$ cat config.mk
export PLATFORM = sky130hd
export DESIGN_NAME = itmn_div
export DESIGN_NICKNAME = d
export VERILOG_FILES = /design/src/rtl/core/itmn_pkg.sv /design/src/rtl/core/itmn_div.sv
export SDC_FILE = /design/constraint.sdc
export NUM_CORES = 2
export LEC_CHECK = 0
export BUFFER_PORTS_ARGS = -buffer_cell sky130_fd_sc_hd__buf_2
export CAP_MARGIN = 10
export CORE_MARGIN = 2
export CORE_UTILIZATION = 65
export DETAILED_ROUTE_END_ITERATION = 10
export GPL_ROUTABILITY_DRIVEN = 0
export PLACE_DENSITY_LB_ADDON = 0.05
export SLEW_MARGIN = 20
export SYNTH_ARGS = -nofsm -noshare
export SYNTH_HDL_FRONTEND = slang
export SYNTH_SLANG_ARGS = --single-unit
export TNS_END_PERCENT = 1
$ cat constraint.sdc
create_clock -name clk -period 7.3 [get_ports clk]
set_input_delay 0.365 -clock clk [delete_from_list [all_inputs] [get_ports clk]]
set_output_delay 0.365 -clock clk [all_outputs]
set_load 0.1 [all_outputs]
$ cat src/rtl/core/itmn_pkg.sv
// Package for the island tile mask and noise core.
// Holds the request and result types, the hash functions and the fixed-point constants.
// Depends on nothing; every module of the core imports it.
package itmn_pkg;

    localparam int COORD_BITS = 12;
    localparam int FRAC_BITS  = 16;
    localparam int SMP_BITS   = 20;
    localparam int SIZE_BITS  = 13;
    localparam int DIFF_BITS  = COORD_BITS + 3;
    localparam int DIST_BITS  = 2 * COORD_BITS + 3;
    localparam int M_BITS     = 2 * COORD_BITS + 2;
    localparam int Q_BITS     = 30;
    localparam int ROOT_BITS  = Q_BITS / 2;
    localparam int RES_BITS   = Q_BITS + 1;
    localparam int RAD_BITS   = 16;
    localparam int THR_BITS   = 30;
    localparam int LHS_BITS   = RAD_BITS + 30;
    localparam int GRID_BITS  = COORD_BITS - 1;
    localparam int SX_BITS    = COORD_BITS + FRAC_BITS - 2;
    localparam int BL_BITS    = SMP_BITS + FRAC_BITS + 2;

    localparam int NOISE_LAT  = 7;
    localparam int DIV_LAT    = Q_BITS;
    localparam int SQRT_LAT   = ROOT_BITS;
    localparam int LAST_STAGE = 4 + DIV_LAT + SQRT_LAT + 1;
    localparam int SIDE_DEPTH = 4 + DIV_LAT + SQRT_LAT - (1 + NOISE_LAT);
    localparam int SAT_DEPTH  = DIV_LAT + SQRT_LAT;

    localparam logic [SX_BITS-1:0] NOISE_STEP =
        SX_BITS'(((15 << FRAC_BITS) + 50) / 100);

    localparam logic [31:0] HASH_MUL_X   = 32'd374761393;
    localparam logic [31:0] HASH_MUL_Y   = 32'd668265263;
    localparam logic [31:0] HASH_MUL_MIX = 32'd1274126177;
    localparam logic [31:0] VARIANT_SALT = 32'd9973;

    localparam logic [THR_BITS-1:0] THR_BASE  = THR_BITS'(445 * 1048575);
    localparam logic [THR_BITS-1:0] THR_SLOPE = THR_BITS'(350);
    localparam logic [LHS_BITS-1:0] LHS_SCALE = LHS_BITS'(1000 * 1048575);
    localparam logic [RAD_BITS-1:0] RADIUS_ONE = RAD_BITS'(32768);

    localparam logic [SIZE_BITS-1:0] WORLD_MAX   = SIZE_BITS'(4096);
    localparam logic [SIZE_BITS-1:0] WORLD_RESET = SIZE_BITS'(64);

    localparam logic [1:0] CFG_SEED   = 2'd0;
    localparam logic [1:0] CFG_WIDTH  = 2'd1;
    localparam logic [1:0] CFG_HEIGHT = 2'd2;

    typedef struct packed {
        logic [COORD_BITS-1:0] tile_x;
        logic [COORD_BITS-1:0] tile_y;
    } tile_t;

    typedef struct packed {
        logic                in_shape;
        logic [1:0]          variant;
        logic [RAD_BITS-1:0] radius;
    } result_t;

    typedef struct packed {
        logic [THR_BITS-1:0] thr;
        logic [1:0]          variant;
    } side_t;

    function automatic logic [31:0] hash_a(input logic [31:0] x, input logic [31:0] y,
                                           input logic [31:0] s);
        return x * HASH_MUL_X + y * HASH_MUL_Y + ((s << 31) - s);
    endfunction

    function automatic logic [31:0] hash_b(input logic [31:0] h);
        return (h ^ (h >> 13)) * HASH_MUL_MIX;
    endfunction

    function automatic logic [31:0] hash_fin(input logic [31:0] h);
        return h ^ (h >> 16);
    endfunction

endpackage

$ cat src/rtl/core/itmn_div.sv
// Radix-2 restoring divider, one quotient bit per register stage.
// Gives floor(r0 * 2^Q_BITS / m) for r0 < m. The user must hold m steady while items
// are in flight; the block does not enforce it. Depends on itmn_pkg.
module itmn_div (
    input  logic                         clk,
    input  logic                         en,
    input  logic [itmn_pkg::M_BITS-1:0]  r0,
    input  logic [itmn_pkg::M_BITS-1:0]  m,
    output logic [itmn_pkg::Q_BITS-1:0]  q
);
    import itmn_pkg::*;

    logic [M_BITS-1:0] r_reg  [DIV_LAT];
    logic [Q_BITS-1:0] q_reg  [DIV_LAT];
    logic [M_BITS-1:0] r_next [DIV_LAT];
    logic [Q_BITS-1:0] q_next [DIV_LAT];
    logic [M_BITS:0]   t      [DIV_LAT];
    logic [Q_BITS-1:0] q_in   [DIV_LAT];

    always_comb
    begin
        for (int k = 0; k < DIV_LAT; k++)
        begin
            t[k]    = (k == 0) ? {r0, 1'b0} : {r_reg[(k == 0) ? 0 : k - 1], 1'b0};
            q_in[k] = (k == 0) ? '0 : q_reg[(k == 0) ? 0 : k - 1];
            if (t[k] >= {1'b0, m})
            begin
                r_next[k] = M_BITS'(t[k] - {1'b0, m});
                q_next[k] = {q_in[k][Q_BITS-2:0], 1'b1};
            end
            else
            begin
                r_next[k] = t[k][M_BITS-1:0];
                q_next[k] = {q_in[k][Q_BITS-2:0], 1'b0};
            end
        end
    end

    always_ff @(posedge clk)
    begin
        if (en)
        begin
            for (int k = 0; k < DIV_LAT; k++)
            begin
                r_reg[k] <= r_next[k];
                q_reg[k] <= q_next[k];
            end
        end
    end

    assign q = q_reg[DIV_LAT-1];

endmodule

# --- Word-level counts from Yosys, hierarchy flattened ---
# Memory sizes are Yosys's and may differ from the RTL's.
# Cells that the tools add are included.
word_totals:
  latchBits: 0
  in_bits: 54
  mem_count: 2
  register_bits: 0
  wordCells: 124
  romBits: 0
  mem_bits_rw: 1680
  out_inout_bits: 30
mem_list:
  columns: ["name", "words", "word_bits", "read_ports", "rd_clocked_by_memory_dff", "write_ports", "line_no", "source"]
  rows:
  - ["q_reg", 30, 30, 30, 0, 30, "itmn_div.sv:14", "logic [Q_BITS-1:0] q_reg [DIV_LAT];"]
  - ["r_reg", 30, 26, 29, 0, 30, "itmn_div.sv:13", "logic [M_BITS-1:0] r_reg [DIV_LAT];"]
op_classes:
  eq_ne: 0
  n_bitwise: 0
  addsub: 30
  reduce_logical: 0
  multipliers: 0
  n_lt_le_gt_ge: 30
  div_mod_pow: 0
  muxes: 62
  n_shift: 0
ops:
  columns: ["op", "count"]
  rows:
  - ["$ge A27 B26 Y1", 30]
  - ["$mux W26", 30]
  - ["$sub A26 B26 Y26", 30]
  - ["$mux W1", 32]

# --- Logic depth before layout (Yosys ltp) ---
# An unclocked memory read counts as a cell.
depth:
  depth_word: 3
  ltp_mapped: 15
  mapped_depth_nobuf: 13

# --- Worst setup path before layout ---
# Ideal clock, no wire load.
synth_path:
  kind: "input to register"
  start: "input port m[0] in the netlist's numbering"
  end: "memory r_reg[0][362] in the netlist's numbering (data pin)"
  arrival_time_ns: 5.583
  stages: 13
  required_ns: 7.040
  path_buffers: 1
  setup_ns: 0.260
  slack_ns: 1.457
  path_cell_list: "inv_2 -> clkbuf_1 -> fa_1 -> a21oi_1 -> o21ai_0 -> a2111oi_1 -> o31ai_1 -> a2111oi_1 -> or3b_2 -> a31oi_1 -> nor2_1 -> xnor2_1 -> mux2_2"
synth_lines:
  columns: ["item", "line_no", "source"]
  rows:
  - ["start: declaration", "itmn_div.sv:8", "input logic [itmn_pkg::M_BITS-1:0] m,"]
  - ["end: declaration", "itmn_div.sv:13", null]

==> run metrics <==
Yosys top cell area share=44.9%; Net Switching=17.6 mW; top-count cell post-synth=edfxtp_1; synth warn=0; # clock sinks=1219; die height=358 um; setup violators final=0; Seq/Total Area, Yosys=44.9%; per-cell routed wire length=21.6 um; clock group share of total power=16.0%; RSZ-0062 raised after global routing=no; CTS tree=yes; Routed Antenna Nets=0; Peak VDD IR=0.310 mV; Max-Cap Viols=0; Worst EP arrival=4920 ps; area grow syn2layout=9.14%; P_int=26.3 mW; Critical Path Start Type=primary input; Yosys cell types=99; Avg Vias per Cell=6.45; Synth async-reset ratio=0%; DRC violations left=0; Min-Delay Path Depth=1; initial core utilization=65.7%; share of cells above drive strength 1=10.8%; Port Buffers=83; Cell Area, Synth=81500 um^2; core area=124000 um^2; drt first pass iters=6; relative max-transition margin=23.2%; number of fill cells in the layout=8874; die area=128000 um^2; vias in the first global route=57000; final hold viol count=0; initial antenna violation count=6; maximum clock rate=227 MHz; number of synthesized flops with an enable pin=1219; worst path required time=7820 ps; CP max FO=39; max reg flops=754; Tmin final=4400 ps; largest area contributor in the netlist=edfxtp_1; Sw Share=40.2%; Combinational Power Share=53.1%; fin worst setup slack=2900 ps; GRT overflow=0; largest net degree at the start of global routing=182; first-pass GRT wire length=313 mm; post-route cell area=89000 um^2; Post-CTS Setup Bufs=0; top cells by area, synth=edfxtp_1 45%, ha_1 12%, mux2_2 4.9%; pwr dens=494 nW/um^2; top post-synthesis cells by count=1219 x edfxtp_1, 779 x ha_1, 767 x a21oi_1; GR Util All Layers=31.4%; CTS Root Buffer Type=clkbuf_16; Worst Hold Class=primary input to register; Placed Area=84000 um^2; Place WS=2190 ps; synthesized area per cell=10.8 um^2; critical path capture point type=register; syn_nets=8388; Ports=84; Seq cells post-synth=1219; Max Root-Sink Buffers=3; kind of critical path=primary input to register; Die Wd=358 um; leakage power=35.1 nW; run status=finished clean; 1st-iter DRT viols=6454; CTS Buf Count=136; clock skew=22.5 ps; sequential share of power=30.9%; H-tree depth=4; top_reg_cell synth=edfxtp_1; fin crit share=60.3%; clk_lat worst skew=780 ps; setup_tns=0 ps; clk slew on worst S/H paths=60 ps; post-synthesis cell count=7526; DPL Wire Length=143 mm; Slew @ Worst Pin=1150 ps; drt total wl=203 mm; Core Rows=129; FF-to-FF path depth=12; Max Slew Vio Count=0; total power=43.9 mW; Nets=8532; vias post-DR=60800
## cell families (layout without fill, tap and decap cells)
kind of cell / count (synthesis) / after routing / synth area share [%]
XOR/XNOR: 627 / 627 / 6.74
buffers and inverters: 412 / 664 / 2.04
AND/OR/NAND/NOR: 1820 / 1820 / 10.7
adder cells (fa/ha/maj): 808 / 808 / 12.7
flip-flops: 1219 / 1219 / 44.9
other: 0 / 4 / 0
multiplexers: 404 / 404 / 5.56
AO/OA/AOI/OAI: 2236 / 2236 / 17.3
## power groups by stage
stage | registers [mW] | clock network [mW] | logic (mW)
3_5_place_dp | 13.6 | 0 | 22.6
5_1_grt | 13.7 | 7.40 | 25.7
6_report | 13.6 | 7.02 | 23.3
3_3_place_gp | 13.6 | 0 | 22.1
2_1_floorplan | 12.6 | 0 | 18.2
4_1_cts | 13.5 | 7.15 | 22.9
## worst max-delay path: stages
cell       delay (ps)
buf_2             510
inv_4             450
buf_4             350
fa_1              480
a21o_1            190
a21oi_1           290
o21ai_0           180
a2111oi_0         710
nor2_1            220
a221oi_1          480
o21ai_0           270
a41oi_1           260
a31oi_1           100
## cell usage in the layout, fill, tap and decap left out, types with 25 or more instances in the layout
master,count
a211oi_1,44
a21o_1,327
a21oi_1,764
a31oi_1,77
and2_1,47
and3_1,72
buf_2,82
buf_4,75
clkbuf_16,137
dlygate4sd3_1,25
edfxtp_1,1219
fa_1,29
ha_1,779
inv_1,196
inv_2,26
mux2_1,32
mux2_2,357
nand2_1,482
nand2b_1,87
nand3_1,151
nand4_1,110
nor2_1,491
nor2b_1,96
nor3_1,125
nor4_1,29
o211ai_1,39
o21a_1,95
o21ai_0,454
o21bai_1,93
o31ai_1,39
or3_1,40
xnor2_1,410
xor2_1,217
## through the flow
stage,hold slack (ps),utilization [%],instances
CTS,125,71.6,9412
finish,155,71.7,9419
floorplan,400,-,7526
global placement,400,67.7,9141
detailed placement,405,67.7,9141
global route,168,71.7,9416
## path summary, 6_finish.rpt
kind / from / end / slack, ps
setup / recovery: m[0] / r_reg[0][232] / 2900
hold / removal: en / q_reg[0][450] / 150
setup reg to reg: r_reg[0][312] / r_reg[0][342] / 3010
hold reg to reg: q_reg[1][138] / q_reg[1][169] / 410
## layout make-up
cell class,count,area [um^2],area share [%]
well taps,1637,2050,2.30
clock inverters,89,1100,1.24
inverters,224,846,0.951
clock buffers,157,3500,3.94
multi-input cells,5895,43400,48.8
diodes,4,10.0,0.0113
flip-flops and latches,1219,36600,41.2
repair buffers,194,1470,1.65
## routing by layer
metal	global-route usage (%)	up-vias	part of all wire, %	wire (um)
met1	44.9	29000	44	89400
met4	13.4	0	4.4	8910
li1	-	29000	-	-
met2	47.9	2405	44	89000
met3	4.55	409	7.9	16100
met5	0	-	0	0
## timing repair
action                                 4_1_cts  5_1_grt
hold buffers                                25        0
gates resized for setup                      0        0
endpoints found under the hold margin       25        0
Power figures use the tool's default switching activity.
