## src/rtl/core/itmn_pkg.sv

```systemverilog
// Package for the island tile mask and noise core.
// Holds the request and result types, the hash functions and the fixed-point constants.
// Depends on nothing; every module of the core imports it.
package itmn_pkg;

    localparam int COORD_BITS = 12;
    localparam int FRAC_BITS  = 16;
    localparam int SMP_BITS   = 20;
    localparam int SIZE_BITS  = 13;
    localparam int DIFF_BITS  = COORD_BITS + 3;
    localparam int DIST_BITS  = 2 * COORD_BITS + 3;
    localparam int M_BITS     = 2 * COORD_BITS + 2;
    localparam int Q_BITS     = 30;
    localparam int ROOT_BITS  = Q_BITS / 2;
    localparam int RES_BITS   = Q_BITS + 1;
    localparam int RAD_BITS   = 16;
    localparam int THR_BITS   = 30;
    localparam int LHS_BITS   = RAD_BITS + 30;
    localparam int GRID_BITS  = COORD_BITS - 1;
    localparam int SX_BITS    = COORD_BITS + FRAC_BITS - 2;
    localparam int BL_BITS    = SMP_BITS + FRAC_BITS + 2;

    localparam int NOISE_LAT  = 7;
    localparam int DIV_LAT    = Q_BITS;
    localparam int SQRT_LAT   = ROOT_BITS;
    localparam int LAST_STAGE = 4 + DIV_LAT + SQRT_LAT + 1;
    localparam int SIDE_DEPTH = 4 + DIV_LAT + SQRT_LAT - (1 + NOISE_LAT);
    localparam int SAT_DEPTH  = DIV_LAT + SQRT_LAT;

    localparam logic [SX_BITS-1:0] NOISE_STEP =
        SX_BITS'(((15 << FRAC_BITS) + 50) / 100);

    localparam logic [31:0] HASH_MUL_X   = 32'd374761393;
    localparam logic [31:0] HASH_MUL_Y   = 32'd668265263;
    localparam logic [31:0] HASH_MUL_MIX = 32'd1274126177;
    localparam logic [31:0] VARIANT_SALT = 32'd9973;

    localparam logic [THR_BITS-1:0] THR_BASE  = THR_BITS'(445 * 1048575);
    localparam logic [THR_BITS-1:0] THR_SLOPE = THR_BITS'(350);
    localparam logic [LHS_BITS-1:0] LHS_SCALE = LHS_BITS'(1000 * 1048575);
    localparam logic [RAD_BITS-1:0] RADIUS_ONE = RAD_BITS'(32768);

    localparam logic [SIZE_BITS-1:0] WORLD_MAX   = SIZE_BITS'(4096);
    localparam logic [SIZE_BITS-1:0] WORLD_RESET = SIZE_BITS'(64);

    localparam logic [1:0] CFG_SEED   = 2'd0;
    localparam logic [1:0] CFG_WIDTH  = 2'd1;
    localparam logic [1:0] CFG_HEIGHT = 2'd2;

    typedef struct packed {
        logic [COORD_BITS-1:0] tile_x;
        logic [COORD_BITS-1:0] tile_y;
    } tile_t;

    typedef struct packed {
        logic                in_shape;
        logic [1:0]          variant;
        logic [RAD_BITS-1:0] radius;
    } result_t;

    typedef struct packed {
        logic [THR_BITS-1:0] thr;
        logic [1:0]          variant;
    } side_t;

    function automatic logic [31:0] hash_a(input logic [31:0] x, input logic [31:0] y,
                                           input logic [31:0] s);
        return x * HASH_MUL_X + y * HASH_MUL_Y + ((s << 31) - s);
    endfunction

    function automatic logic [31:0] hash_b(input logic [31:0] h);
        return (h ^ (h >> 13)) * HASH_MUL_MIX;
    endfunction

    function automatic logic [31:0] hash_fin(input logic [31:0] h);
        return h ^ (h >> 16);
    endfunction

endpackage

```

## src/rtl/core/itmn_sqrt.sv

```systemverilog
// Digit-by-digit integer square root, one result bit per register stage.
// Gives floor(sqrt(v)) for a Q_BITS-wide operand.
// Depends on itmn_pkg.
module itmn_sqrt (
    input  logic                            clk,
    input  logic                            en,
    input  logic [itmn_pkg::Q_BITS-1:0]     v,
    output logic [itmn_pkg::ROOT_BITS-1:0]  root
);
    import itmn_pkg::*;

    logic [Q_BITS-1:0]   v_reg    [SQRT_LAT];
    logic [RES_BITS-1:0] res_reg  [SQRT_LAT];
    logic [Q_BITS-1:0]   v_next   [SQRT_LAT];
    logic [RES_BITS-1:0] res_next [SQRT_LAT];
    logic [Q_BITS-1:0]   v_in     [SQRT_LAT];
    logic [RES_BITS-1:0] res_in   [SQRT_LAT];
    logic [RES_BITS-1:0] bit_k    [SQRT_LAT];
    logic [RES_BITS-1:0] sum      [SQRT_LAT];

    always_comb
    begin
        for (int k = 0; k < SQRT_LAT; k++)
        begin
            v_in[k]   = (k == 0) ? v : v_reg[(k == 0) ? 0 : k - 1];
            res_in[k] = (k == 0) ? '0 : res_reg[(k == 0) ? 0 : k - 1];
            bit_k[k]  = RES_BITS'(1) << (2 * (SQRT_LAT - 1 - k));
            sum[k]    = res_in[k] + bit_k[k];
            if ({1'b0, v_in[k]} >= sum[k])
            begin
                v_next[k]   = v_in[k] - sum[k][Q_BITS-1:0];
                res_next[k] = (res_in[k] >> 1) + bit_k[k];
            end
            else
            begin
                v_next[k]   = v_in[k];
                res_next[k] = res_in[k] >> 1;
            end
        end
    end

    always_ff @(posedge clk)
    begin
        if (en)
        begin
            for (int k = 0; k < SQRT_LAT; k++)
            begin
                v_reg[k]   <= v_next[k];
                res_reg[k] <= res_next[k];
            end
        end
    end

    assign root = res_reg[SQRT_LAT-1][ROOT_BITS-1:0];

endmodule

```

## config.mk

```make
export PLATFORM = sky130hd
export DESIGN_NAME = itmn_sqrt
export DESIGN_NICKNAME = d
export VERILOG_FILES = /design/src/rtl/core/itmn_pkg.sv /design/src/rtl/core/itmn_sqrt.sv
export SDC_FILE = /design/constraint.sdc
export NUM_CORES = 1
export LEC_CHECK = 0
export BUFFER_PORTS_ARGS = -buffer_cell sky130_fd_sc_hd__buf_2
export CAP_MARGIN = 20
export CORE_MARGIN = 2
export CORE_UTILIZATION = 63
export DETAILED_ROUTE_END_ITERATION = 10
export PLACE_DENSITY = 0.8
export SLEW_MARGIN = 20
export SYNTH_ARGS = -nofsm -noshare
export SYNTH_HDL_FRONTEND = slang
export SYNTH_SLANG_ARGS = --single-unit
export TNS_END_PERCENT = 30
```

## constraint.sdc

```tcl
create_clock -name clk -period 3.5 [get_ports clk]
set_clock_uncertainty 0.2 [all_clocks]
set_input_delay 0.35 -clock clk [delete_from_list [all_inputs] [get_ports clk]]
set_output_delay 0.35 -clock clk [all_outputs]
set_load 0.05 [all_outputs]
```

== Word level (Yosys, flattened, before mapping) ==
Memories as Yosys holds them, arrays and structs flattened.
Index checks and enable logic that the tools add are counted.
Storage, ports and cells
  bits in latches: 0
  memory bits (writable): 915
  memories: 2
  output and inout bits: 15
  logic and storage cells: 92
  bits in registers: 0
  input port bits: 32
  bits in read-only memories: 0
Memory list
  res_reg: words 15, width 31, rd ports 15, clocked after memory_dff 0, write ports 15, RTL line itmn_sqrt.sv:13  | logic [RES_BITS-1:0] res_reg [SQRT_LAT];
  v_reg: words 15, width 30, rd ports 14, clocked after memory_dff 0, write ports 15, RTL line itmn_sqrt.sv:12  | logic [Q_BITS-1:0] v_reg [SQRT_LAT];
Cells by class
  bitwise operators: 0
  div/mod/pow operators: 0
  eq/ne operators: 0
  reductions and logical operators: 0
  $lt $le $gt $ge: 15
  $mul: 0
  shifts and indexed selects: 0
  $add $sub $neg: 43
  mux-type cells: 32
Operators by type and width (number)
  30-bit 2-to-1 mux: 15
  30-bit by 31-bit >= comparator with 1-bit output: 14
  31-bit 2-to-1 mux: 14
  30-bit subtractor: 14
  30-bit by 1-bit adder with 31-bit output, second input constant: 1
  30-bit by 11-bit adder with 31-bit output, second input constant: 1
  30-bit by 13-bit adder with 31-bit output, second input constant: 1
  30-bit by 15-bit adder with 31-bit output, second input constant: 1
  30-bit by 17-bit adder with 31-bit output, second input constant: 1
  30-bit by 19-bit adder with 31-bit output, second input constant: 1
  30-bit by 21-bit adder with 31-bit output, second input constant: 1
  30-bit by 23-bit adder with 31-bit output, second input constant: 1
  30-bit by 25-bit adder with 31-bit output, second input constant: 1
  30-bit by 27-bit adder with 31-bit output, second input constant: 1
  30-bit by 3-bit adder with 31-bit output, second input constant: 1
  30-bit by 5-bit adder with 31-bit output, second input constant: 1
  30-bit by 7-bit adder with 31-bit output, second input constant: 1
  30-bit by 9-bit adder with 31-bit output, second input constant: 1
  31-bit by 1-bit adder with 31-bit output, second input constant: 1
  31-bit by 11-bit adder with 31-bit output, second input constant: 1
  31-bit by 13-bit adder with 31-bit output, second input constant: 1
  31-bit by 15-bit adder with 31-bit output, second input constant: 1
  31-bit by 17-bit adder with 31-bit output, second input constant: 1
  31-bit by 19-bit adder with 31-bit output, second input constant: 1
  12 further kinds: 13

== Longest topological paths before layout ==
Gate-level depths: netlist (run 1).
An unclocked memory read counts as a cell.
  word-level depth: 4
  gate-level depth with buffers: 12

== Worst setup path before layout (run 1) ==
No wires, ideal clock.
  path kind: flip-flop to flip-flop
  start: mem v_reg[11][10], in the netlist v_reg[1][100]
  end: mem v_reg[12][13], in the netlist v_reg[1][133], data pin
  data arrival time: 2517 ps
  stages on the path, launching flop included: 9
  clock period less this slack: 2977 ps
  setup slack: 523 ps
  buffers on the path: 1
  cell sequence: edfxtp_1 -> ha_1 -> a211oi_1 -> o21bai_1 -> a21o_1 -> a221oi_1 -> o21bai_1 -> clkbuf_1 -> mux2_2
RTL lines (RTL line)
  start, declared: itmn_sqrt.sv:12

==> out/summary.txt, run 1 <==
Worst EP arrival - 3.48 ns
Post-synthesis net count - 2095
Pre-CTS setup slack - 0.165 ns
Vias in the first global route - 16000
Via Count - 15800
Clock sinks - 540
CTS max path bufs - 3
CTS Buf Count - 54
First-pass GRT wire length - 84400 um
Drt pass-1 iters - 5
Critical path origin - v_reg[1][130]$_DFFE_PP_
Crit path kind - reg -> reg
Post-synthesis sequential area ratio - 63.8%
PortBufs - 46
Slowest stage delay, CP - 0.44 ns
Synthesized cell area - 25400 um^2
Final ANT Viol Nets - 0
Routed WL - 53000 um
EDFF count, synth - 540
Critical path's slowest cell - nor4b_1
Routed vias/inst - 5.98
WHS - 0.0357 ns
Commonest cells post-synth - 540 x edfxtp_1, 158 x inv_1, 131 x ha_1
DP Area - 26500 um^2
Met3 usage - 4.20%
Yosys warns - 0
Clock Latency Late Sink - 0.62 ns
Stages on worst setup path - 9
Top cells by area, synth - edfxtp_1 64%, ha_1 6.5%, xnor2_1 2.9%
Starting Density - 63.9%
GRT busiest layer - met2
Outcome - finished, final reports clean
Synth-to-Final Area Change - 12.5%
Post-synth ARST share - 0%
Worst r2r dst - v_reg[1][178]$_DFFE_PP_
Crit path buf inv count - 1
Root buffer cell - clkbuf_16
H-tree levels - 2
GPL Wtd Cong - 0.922
Tcrit/Tclk final - 94.8%
GRT met1 Usage - 30.9%
Nets@finish - 2234
Synth Instances - 1932
Crit. End Element - flop
Max Slew Vio Count - 0
Crit-path max FO - 10
Num rows - 73
Core Util, Final - 71.9%
ANT cells - 0
Leakage - 10.9 nW
Initial antenna violation count - 0
Critical path, cell by cell - ha_1, a21oi_1, o21a_1, nor4b_1, a211oi_2, a21oi_2, inv_2, and4b_1, xor2_1
CP endpoint - v_reg[1][178]$_DFFE_PP_
Met2 Resource Use GR - 48.4%
Max Fclk - 301 MHz
Yosys cell types - 71
Total track usage - 26.0%
Core ar. - 39700 um^2
Post-route DRC violation count - 0
CTS tree - built
Post-DP HPWL - 38000 um
Final instance area - 28600 um^2
Synth Flop Type - edfxtp_1
Largest net degree at the start of global routing - 89
Max rail drop VDD - 0.000550 V
Clk pin slew, worst setup/hold paths - 0.06 ns
Slew headroom - 52.4%
Worst setup margin - 0.181 ns
Max Cap Viol - 0
Worst-margin pin slew - 0.714 ns
Io pins - 47
Area share of the leading cell type in the synthesized netlist - 63.8%
HP Class - in -> reg
Synth Register Bits - 540
Die Ht - 205 um
Largest area contributor in the netlist - edfxtp_1
CP Data Required Time - 3.66 ns
Largest register FFs - 420
WL/cell - 20.1 um
Startpoint types - flop
RSZ-0062 raised after global routing - true
Initial drt markers - 1220
Chip width - 205 um
Share of cells above drive strength 1 - 10.2%
Worst r2r src - v_reg[1][130]$_DFFE_PP_
Syn Area/Cell - 13.1 um^2
R2R cell count - 9
Fin crit period - 3.32 ns
# setup viols final - 0
Most instantiated library cell after synthesis - edfxtp_1
PD cells - 599 nW/um^2
Top delay family on crit path - compound AO/OA/AOI/OAI gates
Grt ovf - 0
Worst R2R Setup Slack - 0.18 ns
Final Hold Viols - 0
Die area - 41900 um^2
## worst min path at each step
stage	start	to	slack, ns	cells past startpoint
6_report	en	res_reg[0][148]$_DFFE_PP_	0.04	1
5_1_grt	en	res_reg[0][148]$_DFFE_PP_	0.07	1
4_1_cts	en	v_reg[0][80]$_DFFE_PP_	0.04	1
3_5_place_dp	v_reg[0][182]$_DFFE_PP_	v_reg[0][212]$_DFFE_PP_	0.23	0
3_3_place_gp	v_reg[1][36]$_DFFE_PP_	v_reg[1][66]$_DFFE_PP_	0.22	0
2_1_floorplan	v_reg[0][156]$_DFFE_PP_	v_reg[0][186]$_DFFE_PP_	0.22	0
## layout make-up
type                    instances  area (um^2)
flip-flops and latches        540        16200
fillers                      2576        11100
multi-input cells            1207         8500
clock buffers                  62         1380
repair buffers                109          870
well taps                     525          657
inverters                     159          597
clock inverters                38          367
## repair_timing
action | CTS | global route
buffers inserted | 0 | 2
endpoints found under the hold margin | 31 | 0
hold buffers | 31 | 0
endpoints found under the setup margin | 0 | 16
gates resized for setup | 0 | 3
## layout by cell type, fill, tap and decap left out, types with 29 or more instances in the layout
master         instances
clkbuf_16             54
inv_1                158
edfxtp_1             540
xor2_1                76
a21o_1                39
nand4_1               29
o21ai_0               85
dlygate4sd3_1         31
nor2_1               129
ha_1                 131
a21oi_1               97
nor4_1                55
nor3_1                51
xnor2_1               83
nand2_1               95
mux2_2                30
buf_2                 45
## stage by stage
stage | instances | setup TNS (ns) | power, mW
2_1_floorplan | 1932 | 0 | 10.5
3_3_place_gp | 2507 | 0 | 11.4
3_5_place_dp | 2507 | 0 | 11.5
4_1_cts | 2638 | 0 | 17.2
5_1_grt | 2640 | -0.0359 | 17.8
6_report | 2640 | 0 | 17.1
## metal layers
layer,up-vias,wire length [um]
li1,7529,-
met1,7695,20900
met2,447,28300
met3,104,2500
met4,0,1360
met5,-,0
## power breakdown
part	leakage, nW	total [mW]	internal (mW)	switching [mW]
Combinational	4.87	2.84	1.23	1.61
Sequential	5.17	8.66	8.09	0.567
Clock	0.844	5.63	3.16	2.47
## logic make-up after synthesis
kind of cell / Yosys count / share of synthesized area, %
adders and majority gates: 131 / 6.45
AOI/OAI and AO/OA: 341 / 8.55
xor gates and xnor gates: 159 / 5.48
muxes: 37 / 1.61
buffers and inverters: 185 / 2.78
DFF: 540 / 63.8
and+or+nand+nor: 539 / 11.3
## worst reg2reg max path, cell delays in order (launching register included)
cell and delay (ns):
edfxtp_1 0.40, ha_1 0.40, a21oi_1 0.29, o21a_1 0.25
nor4b_1 0.44, a211oi_2 0.18, a21oi_2 0.41, inv_2 0.13
and4b_1 0.22, xor2_1 0.14
(Power assumes the default switching activity.)
==> inputs of run 2 (changes only) <==
--- a/config.mk
+++ b/config.mk
@@ -10,7 +10,7 @@
 export CORE_MARGIN = 2
 export CORE_UTILIZATION = 63
 export DETAILED_ROUTE_END_ITERATION = 10
-export PLACE_DENSITY = 0.8
+export PLACE_DENSITY = 0.82
 export SLEW_MARGIN = 20
 export SYNTH_ARGS = -nofsm -noshare
 export SYNTH_HDL_FRONTEND = slang
==> run 2 against run 1 <==
Compared with the run above: wire length increased by 5.2%; sequential share of layout area rose by 0.19 points; combinational power barely moved; worst setup slack got worse by 0.044 ns; clock power down 2%; flip-flop and latch count unchanged; final area shrank 0.34%; count of clock-buffer cells in the layout up 3; sequential power barely moved; final cell count fell by 0.23%; first-iteration DRC count grew 3.3%; largest power group unchanged.
==> out/summary.txt, run 2 (synthesis gave the netlist of run 1 again) <==
Num rows - 73 (unchanged)
DP Area - 26500 um^2 (about the same)
Top delay family on crit path - compound AO/OA/AOI/OAI gates
Max Slew Vio Count - 0 (unchanged)
HP Class - in -> reg
Critical path, cell by cell - ha_1, a21oi_1, o21a_1, nor4b_1, a211oi_1, a21oi_2, buf_4, o21ai_0
Crit-path max FO - 24 (+14)
PD cells - 600 nW/um^2 (about the same)
Largest register FFs - 420 (unchanged)
Nets@finish - 2229 (-0.22%)
Routed vias/inst - 6.12 (+2.4%)
Crit path buf inv count - 1 (unchanged)
Synth-to-Final Area Change - 12.2%
First-pass GRT wire length - 87000 um (+3.1%)
H-tree levels - 2 (unchanged)
Routed WL - 55800 um (+5.2%)
PortBufs - 46 (unchanged)
GPL Wtd Cong - 0.902 (-2.1%)
Core ar. - 39700 um^2 (unchanged)
Reg area - 16200 um^2 (unchanged)
Post-route DRC violation count - 0 (unchanged)
Worst-margin pin slew - 0.684 ns (-0.0296 ns)
Startpoint types - flop
Leakage - 10.8 nW (-0.43%)
CTS max path bufs - 3 (unchanged)
WL/cell - 21.2 um (+5.4%)
Total chip power - 17.1 mW (-0.24%)
CTS tree - built
Fin crit period - 3.36 ns (+0.0441 ns)
Chip width - 205 um (unchanged)
Tcrit/Tclk final - 96.1% (+1.3 points)
Die area - 41900 um^2 (unchanged)
Drt pass-1 iters - 5 (unchanged)
Crit. End Element - flop
Fillers - 2492 (-3.3%)
Vias in the first global route - 16200 (+1.2%)
Crit path kind - reg -> reg
CTS Buf Count - 53 (-1.9%)
Clock sinks - 540 (unchanged)
Max rail drop VDD - 0.000511 V (-7.2%)
Root buffer cell - clkbuf_16
Largest net degree at the start of global routing - 106 (+19%)
Total track usage - 27.1% (+1.1 points)
Initial antenna violation count - 1 (+1)
Io pins - 47 (unchanged)
CP Data Required Time - 3.65 ns (about the same)
Outcome - finished, final reports clean
Post-cts resize count - 0 (unchanged)
Critical path's slowest cell - a21oi_2
Worst EP arrival - 3.52 ns (+0.04 ns)
RSZ-0062 raised after global routing - true
Final ANT Viol Nets - 0 (unchanged)
Max Fclk - 297 MHz (-1.3%)
Initial drt markers - 1260 (+3.3%)
Clk pin slew, worst setup/hold paths - 0.06 ns (about the same)
Die Ht - 205 um (unchanged)
# setup viols final - 0 (unchanged)
Slowest stage delay, CP - 0.48 ns (+0.04 ns)
Slew headroom - 54.1% (+1.7 points)
Most common cell after layout, fill and taps aside - edfxtp_1
Final instance area - 28500 um^2 (-0.34%)
Share of cells above drive strength 1 - 9.34% (-0.87 points)
Final Hold Viols - 0 (unchanged)
Clock Latency Late Sink - 0.64 ns (+0.02 ns)
Post-DP HPWL - 39200 um (+3.2%)
Core Util, Final - 71.7% (-0.25 points)
Max Cap Viol - 0 (unchanged)
Grt ovf - 0 (unchanged)
Area of the multi-input gates - 8490 um^2 (about the same)
Via Count - 16100 (+2.1%)
Commonest cells after routing, fill and taps aside - 540 x edfxtp_1, 158 x inv_1, 131 x ha_1
ANT cells - 0 (unchanged)
Setup_tns - 0 ns (unchanged)
Starting Density - 63.9% (unchanged)
run 2: cell count changes in the layout (fill, tap and decap cells not counted), moves of 3 or more:
cell and change:
buf_4 -3, clkbuf_1 +4, clkinv_1 +7, clkinv_2 -7
clkinvlp_4 -3
run 2: timing repair:
action                     CTS  global route
setup endpoints to repair    0            15
hold buffers                31             0
hold endpoints to repair    31             0
setup buffers                0             0
run 2: layout make-up:
type | instances | area share [%]
Inverter | 159 | 2.10
Sequential cell | 540 | 56.9
Clock inverter | 33 | 1.12
Multi-Input combinational cell | 1207 | 29.8
Tap cell | 525 | 2.31
Clock buffer | 65 | 4.81
Timing Repair Buffer | 105 | 2.93
run 2: worst paths after layout:
check,endpoint,cells past startpoint,start,slack [ns]
max,v_reg[1][159]$_DFFE_PP_,8,v_reg[1][130]$_DFFE_PP_,0.14
min,v_reg[0][176]$_DFFE_PP_,1,en,0.05
max reg2reg,v_reg[1][159]$_DFFE_PP_,8,v_reg[1][130]$_DFFE_PP_,0.14
min reg2reg,v_reg[0][222]$_DFFE_PP_,0,v_reg[0][192]$_DFFE_PP_,0.20
run 2: power breakdown:
part	switching (mW)	total [mW]	leakage, nW	internal (mW)
Sequential	0.576	8.67	5.17	8.09
Combinational	1.64	2.87	4.86	1.23
Clock	2.45	5.54	0.811	3.10
run 2: metrics by stage:
step                worst slack, ns  hold slack (ns)  cells
global route                 -0.113           0.0918   2634
floorplan                     0.523            0.217   1932
finish                        0.136           0.0546   2634
detailed placement            0.220            0.224   2505
CTS                           0.189           0.0495   2634
global placement              0.273            0.221   2505
run 2: layer usage:
layer  vias up  wire, um  GRT usage [%]
li1       7533         -              -
met4         0      2350           12.5
met1      7890     21000           30.9
met5         -         0              0
met3       153      2490           3.75
met2       535     29900           50.1
run 2: worst register-to-register path: stages (launching register included):
cell and delay (ns):
edfxtp_1 0.40, ha_1 0.39, a21oi_1 0.30, o21a_1 0.24, nor4b_1 0.34, a211oi_1 0.22
a21oi_2 0.49, buf_4 0.36, o21ai_0 0.15
==> inputs of run 3 (changes only) <==
--- a/config.mk
+++ b/config.mk
@@ -10,7 +10,7 @@
 export CORE_MARGIN = 2
 export CORE_UTILIZATION = 63
 export DETAILED_ROUTE_END_ITERATION = 10
-export PLACE_DENSITY = 0.82
+export PLACE_DENSITY = 0.79
 export SLEW_MARGIN = 20
 export SYNTH_ARGS = -nofsm -noshare
 export SYNTH_HDL_FRONTEND = slang
==> constraint.sdc (replaced) <==
create_clock -name clk -period 3.3 [get_ports clk]
set_clock_uncertainty 0.2 [all_clocks]
set_input_delay 0.33 -clock clk [delete_from_list [all_inputs] [get_ports clk]]
set_output_delay 0.33 -clock clk [all_outputs]
set_load 0.05 [all_outputs]
==> run 3 against run 2 <==
Compared with the run above: largest power group unchanged; register-to-register slack lost 0.02 ns; first-iteration DRC count shrank 7.2%; non-clock buffer count grew 23; clock power grew 6.1%.
==> out/summary.txt, run 3 (synthesis gave the netlist of run 1 again) <==
Outcome - finished, final reports clean
GPL Wtd Cong - 0.912 (+1.1%)
Commonest cells after routing, fill and taps aside - 540 x edfxtp_1, 158 x inv_1, 131 x ha_1
Total track usage - 26.4% (-0.68 points)
Die area - 41900 um^2 (unchanged)
CP Data Required Time - 3.45 ns (-0.20 ns)
RSZ-0062 raised after global routing - true
Final instance area - 28700 um^2 (+0.91%)
GRT busiest layer - met2
Num rows - 73 (unchanged)
Leakage - 11.0 nW (+1.2%)
Fin crit period - 3.19 ns (-0.176 ns)
Clk pin slew, worst setup/hold paths - 0.06 ns (about the same)
Fillers - 2531 (+1.6%)
Vias in the first global route - 16300 (+0.77%)
First-pass GRT wire length - 85200 um (-2.0%)
Final ANT Viol Nets - 0 (unchanged)
Clock Latency Late Sink - 0.62 ns (-0.02 ns)
Crit path kind - reg -> reg
Starting Density - 63.9% (unchanged)
Max rail drop VDD - 0.000616 V (+21%)
Worst r2r dst - v_reg[1][172]$_DFFE_PP_
Core ar. - 39700 um^2 (unchanged)
Routed vias/inst - 6.05 (-1.1%)
DP Area - 26700 um^2 (+0.69%)
Worst R2R Setup Slack - 0.11 ns (-0.02 ns)
Via Count - 16100 (-0.15%)
PortBufs - 46 (unchanged)
Crit. End Element - flop
Post-DP HPWL - 38000 um (-3.1%)
Nets@finish - 2254 (+1.1%)
Chip width - 205 um (unchanged)
Grt ovf - 0 (unchanged)
GRT met1 Usage - 30.4% (-0.52 points)
Final Hold Viols - 0 (unchanged)
Worst-margin pin slew - 0.743 ns (+0.0587 ns)
WL/cell - 20.4 um (-3.6%)
HP Class - in -> reg
R2R cell count - 9 (+1)
ANT cells - 0 (unchanged)
Tcrit/Tclk final - 96.6% (+0.51 points)
Min-delay src - en
CTS tree - built
H-tree levels - 2 (unchanged)
PD cells - 631 nW/um^2 (+5.2%)
Drt pass-1 iters - 5 (unchanged)
CTS Buf Count - 55 (+3.8%)
Max Slew Vio Count - 0 (unchanged)
Initial drt markers - 1169 (-7.2%)
Routed WL - 54300 um (-2.6%)
Largest register FFs - 420 (unchanged)
Worst EP arrival - 3.34 ns (-0.18 ns)
Hold Path Depth - 1 (unchanged)
Share of cells above drive strength 1 - 11.1% (+1.7 points)
Max Fclk - 314 MHz (+5.5%)
WHS - 0.0535 ns (-0.00109 ns)
Post-route DRC violation count - 0 (unchanged)
Root buffer cell - clkbuf_16
Largest net degree at the start of global routing - 88 (-17%)
CTS max path bufs - 3 (unchanged)
Met2 Resource Use GR - 47.8% (-2.3 points)
Io pins - 47 (unchanged)
Clock sinks - 540 (unchanged)
Worst-case hold path end point - v_reg[0][177]$_DFFE_PP_
Slew headroom - 50.5% (-3.6 points)
Core Util, Final - 72.3% (+0.65 points)
Startpoint types - flop
Worst r2r src - res_reg[1][130]$_DFFE_PP_
Max Cap Viol - 0 (unchanged)
Most common cell after layout, fill and taps aside - edfxtp_1
# setup viols final - 0 (unchanged)
Synth-to-Final Area Change - 13.2%
Crit-path max FO - 4 (-83%)
Initial antenna violation count - 1 (unchanged)
Met3 usage - 3.72% (-0.032 points)
Die Ht - 205 um (unchanged)
run 3: changes by cell type in the layout (fill, tap and decap cells not counted), moves of 2 or more:
| cell | change |
|---|---|
| buf_4 | +21 |
| nor3_2 | +2 |
| clkbuf_16 | +2 |
| buf_12 | +2 |
| nor4_1 | -4 |
| nor4b_1 | -3 |
| clkinv_16 | -2 |
| nor3_1 | -2 |
| nor4b_2 | +3 |
| nor4_2 | +4 |
| clkinv_2 | +3 |
run 3: cell type report:
| class | instances | area [um^2] | area share [%] |
|---|---|---|---|
| Multi-Input combinational cell | 1207 | 8560 | 29.8 |
| Clock buffer | 67 | 1420 | 4.94 |
| Tap cell | 525 | 657 | 2.29 |
| Sequential cell | 540 | 16200 | 56.4 |
| Clock inverter | 33 | 260 | 0.905 |
| Inverter | 159 | 597 | 2.08 |
| Timing Repair Buffer | 128 | 1030 | 3.60 |
run 3: where the power goes:
group          leakage, nW  switching, mW  internal, mW
registers             5.17          0.605          8.58
clock network        0.823           2.58          3.30
logic                 4.98           1.72          1.35
run 3: how the worst max path moves through the flow:
| stage | depth (start not counted) | startpoint | to |
|---|---|---|---|
| floorplan | 8 | v_reg[1][100]$_DFFE_PP_ | v_reg[1][133]$_DFFE_PP_ |
| global placement | 8 | v_reg[1][130]$_DFFE_PP_ | v_reg[1][154]$_DFFE_PP_ |
| detailed placement | 8 | v_reg[1][130]$_DFFE_PP_ | v_reg[1][162]$_DFFE_PP_ |
| CTS | 8 | v_reg[1][130]$_DFFE_PP_ | v_reg[1][161]$_DFFE_PP_ |
| global route | 10 | res_reg[1][130]$_DFFE_PP_ | v_reg[1][179]$_DFFE_PP_ |
| finish | 9 | res_reg[1][130]$_DFFE_PP_ | v_reg[1][172]$_DFFE_PP_ |
run 3: critical path: stages (launching register included):
cell and delay, ns:
edfxtp_1 0.44, inv_1 0.08, ha_1 0.35, a21o_1 0.23
or3_1 0.32, o211ai_1 0.34, o221ai_1 0.27, nor2_2 0.23
nor4b_1 0.35, xor2_1 0.11
run 3: through the flow:
step / std cells / setup WS, ns / power, mW / setup TNS (ns)
2_1_floorplan: 1932 / 0.323 / 11.2 / 0
3_3_place_gp: 2526 / -0.0195 / 12.1 / -0.0195
3_5_place_dp: 2526 / -0.0602 / 12.2 / -0.422
4_1_cts: 2659 / 0.0411 / 18.1 / 0
5_1_grt: 2659 / -0.0523 / 18.9 / -0.119
6_report: 2659 / 0.112 / 18.1 / 0
run 3: routing by layer:
layer  vias up  share of wire (%)
li1       7597                  -
met1      7800                 38
met2       525                 52
met3       163                4.7
met4         2                5.1
met5         -              0.022
run 3: timing repair:
action                                 CTS  global route
endpoints found under the hold margin   31             0
pin swaps                                1             1
setup endpoints to repair               14            50
resized for setup                        0            14
hold buffers                            31             0
buffers inserted                         2             0
